--- config.mk ---
export PLATFORM = sky130hd
export DESIGN_NAME = mwm_ctrl
export DESIGN_NICKNAME = d
export VERILOG_FILES = /design/src/hw/rtl/mwm_pkg.sv /design/src/hw/rtl/mwm_ctrl.sv
export SDC_FILE = /design/constraint.sdc
export NUM_CORES = 1
export LEC_CHECK = 0
export ABC_AREA = 1
export CAP_MARGIN = 5
export CORE_MARGIN = 2
export CORE_UTILIZATION = 35
export CTS_CLUSTER_DIAMETER = 200
export CTS_CLUSTER_SIZE = 28
export DETAILED_ROUTE_END_ITERATION = 8
export DONT_BUFFER_PORTS = 1
export SYNTH_ARGS = -nofsm -noshare
export SYNTH_HDL_FRONTEND = slang
export SYNTH_SLANG_ARGS = --single-unit
export TNS_END_PERCENT = 50
--- constraint.sdc ---
create_clock -name clk -period 1.5 [get_ports clk]
set_input_delay 0.075 -clock clk [delete_from_list [all_inputs] [get_ports clk]]
set_output_delay 0.075 -clock clk [all_outputs]
set_load 0.1 [all_outputs]
--- src/hw/rtl/mwm_pkg.sv ---
// ----------------------------------------------------------------------------
// mwm_pkg
// shared types for the word-serial montgomery multiplier
// ----------------------------------------------------------------------------
package mwm_pkg;

    localparam int WORD_W = 32;

    typedef enum logic [3:0] {
        S_IDLE,
        S_OUTER_RD,
        S_PRE_MUL,
        S_Q_ADD,
        S_Q_MUL,
        S_INNER_RD,
        S_MUL1,
        S_ACC1,
        S_ACC2,
        S_TOP,
        S_OUT_RD,
        S_OUT_EMIT
    } state_t;

    typedef enum logic [3:0] {
        DP_NOP,
        DP_LOAD,
        DP_PRE_MUL,
        DP_Q_ADD,
        DP_Q_MUL,
        DP_MUL1,
        DP_ACC1,
        DP_ACC2,
        DP_TOP
    } dp_op_t;

    typedef struct packed {
        dp_op_t op;
        logic   first;
        logic   wr_prev;
    } dp_cmd_t;

endpackage

--- src/hw/rtl/mwm_ctrl.sv ---
// ----------------------------------------------------------------------------
// mwm_ctrl
// sequencer for load, outer and inner steps and result readout
// ----------------------------------------------------------------------------
module mwm_ctrl import mwm_pkg::*; #(
    parameter int NUM_WORDS = 33
) (
    input  logic                         clk,
    input  logic                         rst_n,
    input  logic                         start,
    input  logic                         last_in,
    output logic                         busy,
    output logic                         result_valid,
    output logic                         last_out,
    output dp_cmd_t                      cmd,
    output logic [$clog2(NUM_WORDS)-1:0] idx_a,
    output logic [$clog2(NUM_WORDS)-1:0] idx_b
);

    localparam int IW = $clog2(NUM_WORDS);
    localparam int LW = $clog2(NUM_WORDS + 1);

    state_t        state_reg, state_next;
    logic [IW-1:0] i_reg, i_next;
    logic [IW-1:0] j_reg, j_next;
    logic [LW-1:0] load_count_reg, load_count_next;
    logic          first_reg, first_next;
    logic          accept;
    logic          j_last, i_last;

    assign accept = start && (state_reg == S_IDLE);
    assign j_last = (j_reg == IW'(NUM_WORDS - 1));
    assign i_last = (i_reg == IW'(NUM_WORDS - 1));

    always_ff @(posedge clk or negedge rst_n)
    begin
        if (!rst_n)
        begin
            state_reg      <= S_IDLE;
            i_reg          <= '0;
            j_reg          <= '0;
            load_count_reg <= '0;
            first_reg      <= 1'b1;
        end
        else
        begin
            state_reg      <= state_next;
            i_reg          <= i_next;
            j_reg          <= j_next;
            load_count_reg <= load_count_next;
            first_reg      <= first_next;
        end
    end

    always_comb
    begin
        state_next      = state_reg;
        i_next          = i_reg;
        j_next          = j_reg;
        load_count_next = load_count_reg;
        first_next      = first_reg;
        case (state_reg)
            S_IDLE:
            begin
                if (accept)
                begin
                    if (load_count_reg < LW'(NUM_WORDS))
                    begin
                        load_count_next = load_count_reg + LW'(1);
                    end
                    if (last_in)
                    begin
                        load_count_next = '0;
                        state_next      = S_OUTER_RD;
                        i_next          = '0;
                        j_next          = '0;
                        first_next      = 1'b1;
                    end
                end
            end
            S_OUTER_RD: state_next = S_PRE_MUL;
            S_PRE_MUL:  state_next = S_Q_ADD;
            S_Q_ADD:    state_next = S_Q_MUL;
            S_Q_MUL:    state_next = S_INNER_RD;
            S_INNER_RD: state_next = S_MUL1;
            S_MUL1:     state_next = S_ACC1;
            S_ACC1:     state_next = S_ACC2;
            S_ACC2:
            begin
                if (j_last)
                begin
                    state_next = S_TOP;
                end
                else
                begin
                    j_next     = j_reg + IW'(1);
                    state_next = S_INNER_RD;
                end
            end
            S_TOP:
            begin
                j_next     = '0;
                first_next = 1'b0;
                if (i_last)
                begin
                    state_next = S_OUT_RD;
                end
                else
                begin
                    i_next     = i_reg + IW'(1);
                    state_next = S_OUTER_RD;
                end
            end
            S_OUT_RD:   state_next = S_OUT_EMIT;
            S_OUT_EMIT:
            begin
                if (j_last)
                begin
                    state_next = S_IDLE;
                end
                else
                begin
                    j_next     = j_reg + IW'(1);
                    state_next = S_OUT_RD;
                end
            end
            default:    state_next = S_IDLE;
        endcase
    end

    always_comb
    begin
        cmd.first   = first_reg;
        cmd.wr_prev = (j_reg != '0);
        cmd.op      = DP_NOP;
        case (state_reg)
            S_IDLE:
            begin
                if (accept && (load_count_reg < LW'(NUM_WORDS)))
                begin
                    cmd.op = DP_LOAD;
                end
            end
            S_PRE_MUL: cmd.op = DP_PRE_MUL;
            S_Q_ADD:   cmd.op = DP_Q_ADD;
            S_Q_MUL:   cmd.op = DP_Q_MUL;
            S_MUL1:    cmd.op = DP_MUL1;
            S_ACC1:    cmd.op = DP_ACC1;
            S_ACC2:    cmd.op = DP_ACC2;
            S_TOP:     cmd.op = DP_TOP;
            default:   cmd.op = DP_NOP;
        endcase
    end

    assign idx_a        = (state_reg == S_IDLE) ? load_count_reg[IW-1:0] : i_reg;
    assign idx_b        = j_reg;
    assign busy         = (state_reg != S_IDLE);
    assign result_valid = (state_reg == S_OUT_EMIT);
    assign last_out     = result_valid && j_last;

    a_load_bound: assert property (@(posedge clk) disable iff (!rst_n)
        load_count_reg <= LW'(NUM_WORDS))
        else $error("load count past operand length");

    a_inner_loop: assert property (@(posedge clk) disable iff (!rst_n)
        state_reg == S_ACC2 |=> state_reg == S_INNER_RD || state_reg == S_TOP)
        else $error("inner step left its loop");

    a_first_clear: assert property (@(posedge clk) disable iff (!rst_n)
        state_reg == S_OUTER_RD && i_reg != '0 |-> !first_reg)
        else $error("cleared sum used past first outer step");

    a_out_last: assert property (@(posedge clk) disable iff (!rst_n)
        last_out |=> state_reg == S_IDLE)
        else $error("readout continued past last beat");

endmodule
==> metrics <==
run status finished, violations left; violations in the final reports setup timing; post-synth net total 218; non-filler instance count after layout 314; placeable core region 0.00435 mm^2; netlist area before placement 0.00158 mm^2; maximum number of pins on one net before global-route repair 24; post-placement cell area 0.00218 mm^2; Die Span Y 71.2 um; vias in the first global route 1556; number of max-capacitance violations reported 0; antenna cell count 0; depth of the CTS H-tree 1; First-pass DRT Iterations 4; die area 0.00508 mm^2; remaining number of nets flagged by the antenna check after routing 0; Clock Tree Root sky130_fd_sc_hd__clkbuf_8; final critical delay including setup and external delays 1620 ps; Initial Utilization 36.4%; Crit Path Class register to output pin; deepest clock path buffer count 2; Clock Latency Late Sink 260 ps; clock skew after layout 3.01 ps; share of synthesized registers carrying an async set or reset 100%; gate count after technology mapping 208; Die X 71.2 um; detailed placer's ending HPWL 2930 um; number of sinks driven by the clock tree 23; TritonCTS buffer count 3; count of buffers inserted at the top-level ports 0; initial antenna violation count 0; final cell area excluding filler cells 0.00252 mm^2; count of cells along the worst hold path 2; number of DRC markers in iteration 0 66; warning count from the yosys run 0; total wire length 4110 um; logic depth of the worst register-to-register path 9; RSZ-0062 raised after global routing yes; Rows 24; GRT Total Usage 16.6%; launch instance of the worst min-delay path last_in; register bit count reported by yosys 23; period utilisation layout 108%; setup slack of the most critical reg-to-reg path 0 ps; reg-to-reg critical path endpoint idx_b[0]$_DFFE_PN0P_; final weighted congestion of routability-driven global placement 0.803; class of the tightest hold or removal check input port to register; CTS clock-pin slew for the worst setup and hold paths 80 ps; average vias per placed instance 4.94; Fin. Hold Viols 0; count of flip-flops with a built-in enable after synthesis 0; Remaining DRCs 0; CTS tree done; distinct cell type count of the synthesized netlist 33; leading cell types by total area after synthesis sky130_fd_sc_hd__dfrtp_1 35%, sky130_fd_sc_hd__nand2_1 11%, sky130_fd_sc_hd__inv_1 6.2%; worst hold slack across all endpoints 86.2 ps; transition time of the tightest slew-check pin 1130 ps; Setup violations, final 10; prevailing post-synth register cell sky130_fd_sc_hd__dfrtp_1; count of nets after finishing 273; number of filler cells placed in the layout 363; critical path required time 1420 ps; Hold Path Sink first_reg$_DFFE_PN1P_; Overflow after GRT 0; post-synthesis sequential area ratio 36.4%; top cell type's share of synthesized area 34.8%; vias post-DR 1552; worst endpoint data arrival time 1540 ps; startpoint type of the worst setup path register; sort of element at the end of the critical path output pin; Post-Place Setup Slack 69.7 ps; Reg2Reg Launch Point state_reg[3]$_DFFE_PN0P_; first-pass GRT wire length 6870 um; synthesized area per cell 7.61 um^2; Worst Path Max Fanout 2; relative max-transition margin 24.8%; total I/O pin count 25; Final Worst Setup Slack -120 ps; share of post-route cells with drive strength above 1 47.7%; area grow syn2layout 59.5%; Max Freq 617 MHz; routed len/inst 13.1 um; count of pins over their slew limit 0; count of placed standard cells including taps 289; largest area contributor in the synthesized netlist sky130_fd_sc_hd__dfrtp_1
[final cells by class]
cell class,count,area (um^2),area share (%)
Clock buffer,4,45.0,1.78
Inverter,33,131,5.20
Multi-Input combinational cell,150,1080,42.7
Sequential cell,23,602,23.8
Tap cell,52,65.1,2.58
Timing Repair Buffer,52,603,23.9
[critical path, cell delays in order (launching register included)]
cell	delay [ps]
sky130_fd_sc_hd__dfrtp_4	500
sky130_fd_sc_hd__inv_4	70
sky130_fd_sc_hd__ha_4	140
sky130_fd_sc_hd__nand2_4	60
sky130_fd_sc_hd__nor4_4	300
sky130_fd_sc_hd__buf_12	210
[worst max-delay path by stage]
| stage | startpoint | end | slack, ps | cells past startpoint |
|---|---|---|---|---|
| after floorplan | idx_b[1]$_DFFE_PN0P_ | last_out | -550 | 4 |
| after global placement | idx_b[0]$_DFFE_PN0P_ | state_reg[1]$_DFFE_PN0P_ | 90 | 7 |
| after detailed placement | idx_b[0]$_DFFE_PN0P_ | state_reg[1]$_DFFE_PN0P_ | 70 | 7 |
| after CTS | idx_b[1]$_DFFE_PN0P_ | last_out | -120 | 5 |
| after global routing | state_reg[2]$_DFFE_PN0P_ | last_out | -180 | 4 |
| final | idx_b[1]$_DFFE_PN0P_ | last_out | -120 | 5 |
[placed cells by master (no fill, tap or decap), drive strengths merged]
master and count:
nor3 1, xnor2 2, dfrtp 22, nor4 1, ha 6, o21ai 28, dlygate4sd3 1, nand4 5
dlymetal6s4s 1, or2 2, o21bai 1, clkbuf 5, inv 33, a21boi 1, buf 49, dfstp 1
xor2 4, nand3 22, a21oi 5, nor2 15, nand2 55, a22oi 1, o221ai 1
[synthesized netlist by cell type (3+ instances only)]
cell type / count
sky130_fd_sc_hd__nor2_4: 4
sky130_fd_sc_hd__inv_1: 26
sky130_fd_sc_hd__inv_2: 5
sky130_fd_sc_hd__xor2_1: 4
sky130_fd_sc_hd__nand4_1: 5
sky130_fd_sc_hd__dfrtp_1: 22
sky130_fd_sc_hd__nand2_1: 45
sky130_fd_sc_hd__nand3_1: 19
sky130_fd_sc_hd__nor2_2: 3
sky130_fd_sc_hd__o21ai_0: 10
sky130_fd_sc_hd__o21ai_1: 17
sky130_fd_sc_hd__nand2_4: 4
sky130_fd_sc_hd__nor2_1: 8
sky130_fd_sc_hd__ha_1: 6
sky130_fd_sc_hd__a21oi_1: 5
sky130_fd_sc_hd__nand2_2: 6
[timing repair]
action,in CTS,in global routing
setup buffers,12,6
gates resized for setup,21,14
cloned,0,1
hold endpoints to repair,25,0
hold buffers,2,0
pin swaps,6,6
setup endpoints to repair,11,32
[cells by family (layout without fill, tap and decap cells)]
kind of cell	after synthesis	after routing	synth area share (%)
compound gates	37	37	13.1
xor+xnor	6	6	3.32
fa+ha+maj	6	6	4.74
buf+inv	35	89	8.69
flops	23	23	36.4
simple gates	101	101	33.7
[routing by layer]
metal	vias to the layer above	GRT usage [%]	wire, um
met4	0	3.98	74
met2	20	29.4	2100
met1	739	20.9	1810
met3	6	3.09	122
met5	-	0	0
li1	787	-	-
[stage by stage]
| stage | TNS (ps) | util (%) |
|---|---|---|
| 2_1_floorplan | -2430 | - |
| 3_5_place_dp | 0 | 50.0 |
| 4_1_cts | -463 | 55.4 |
| 5_1_grt | -1900 | 58.0 |
| 6_report | -514 | 58.0 |
| 3_3_place_gp | 0 | 50.0 |
Power is not shown: default switching activity piles up to over one toggle a cycle in this logic, so the estimate is an artifact.
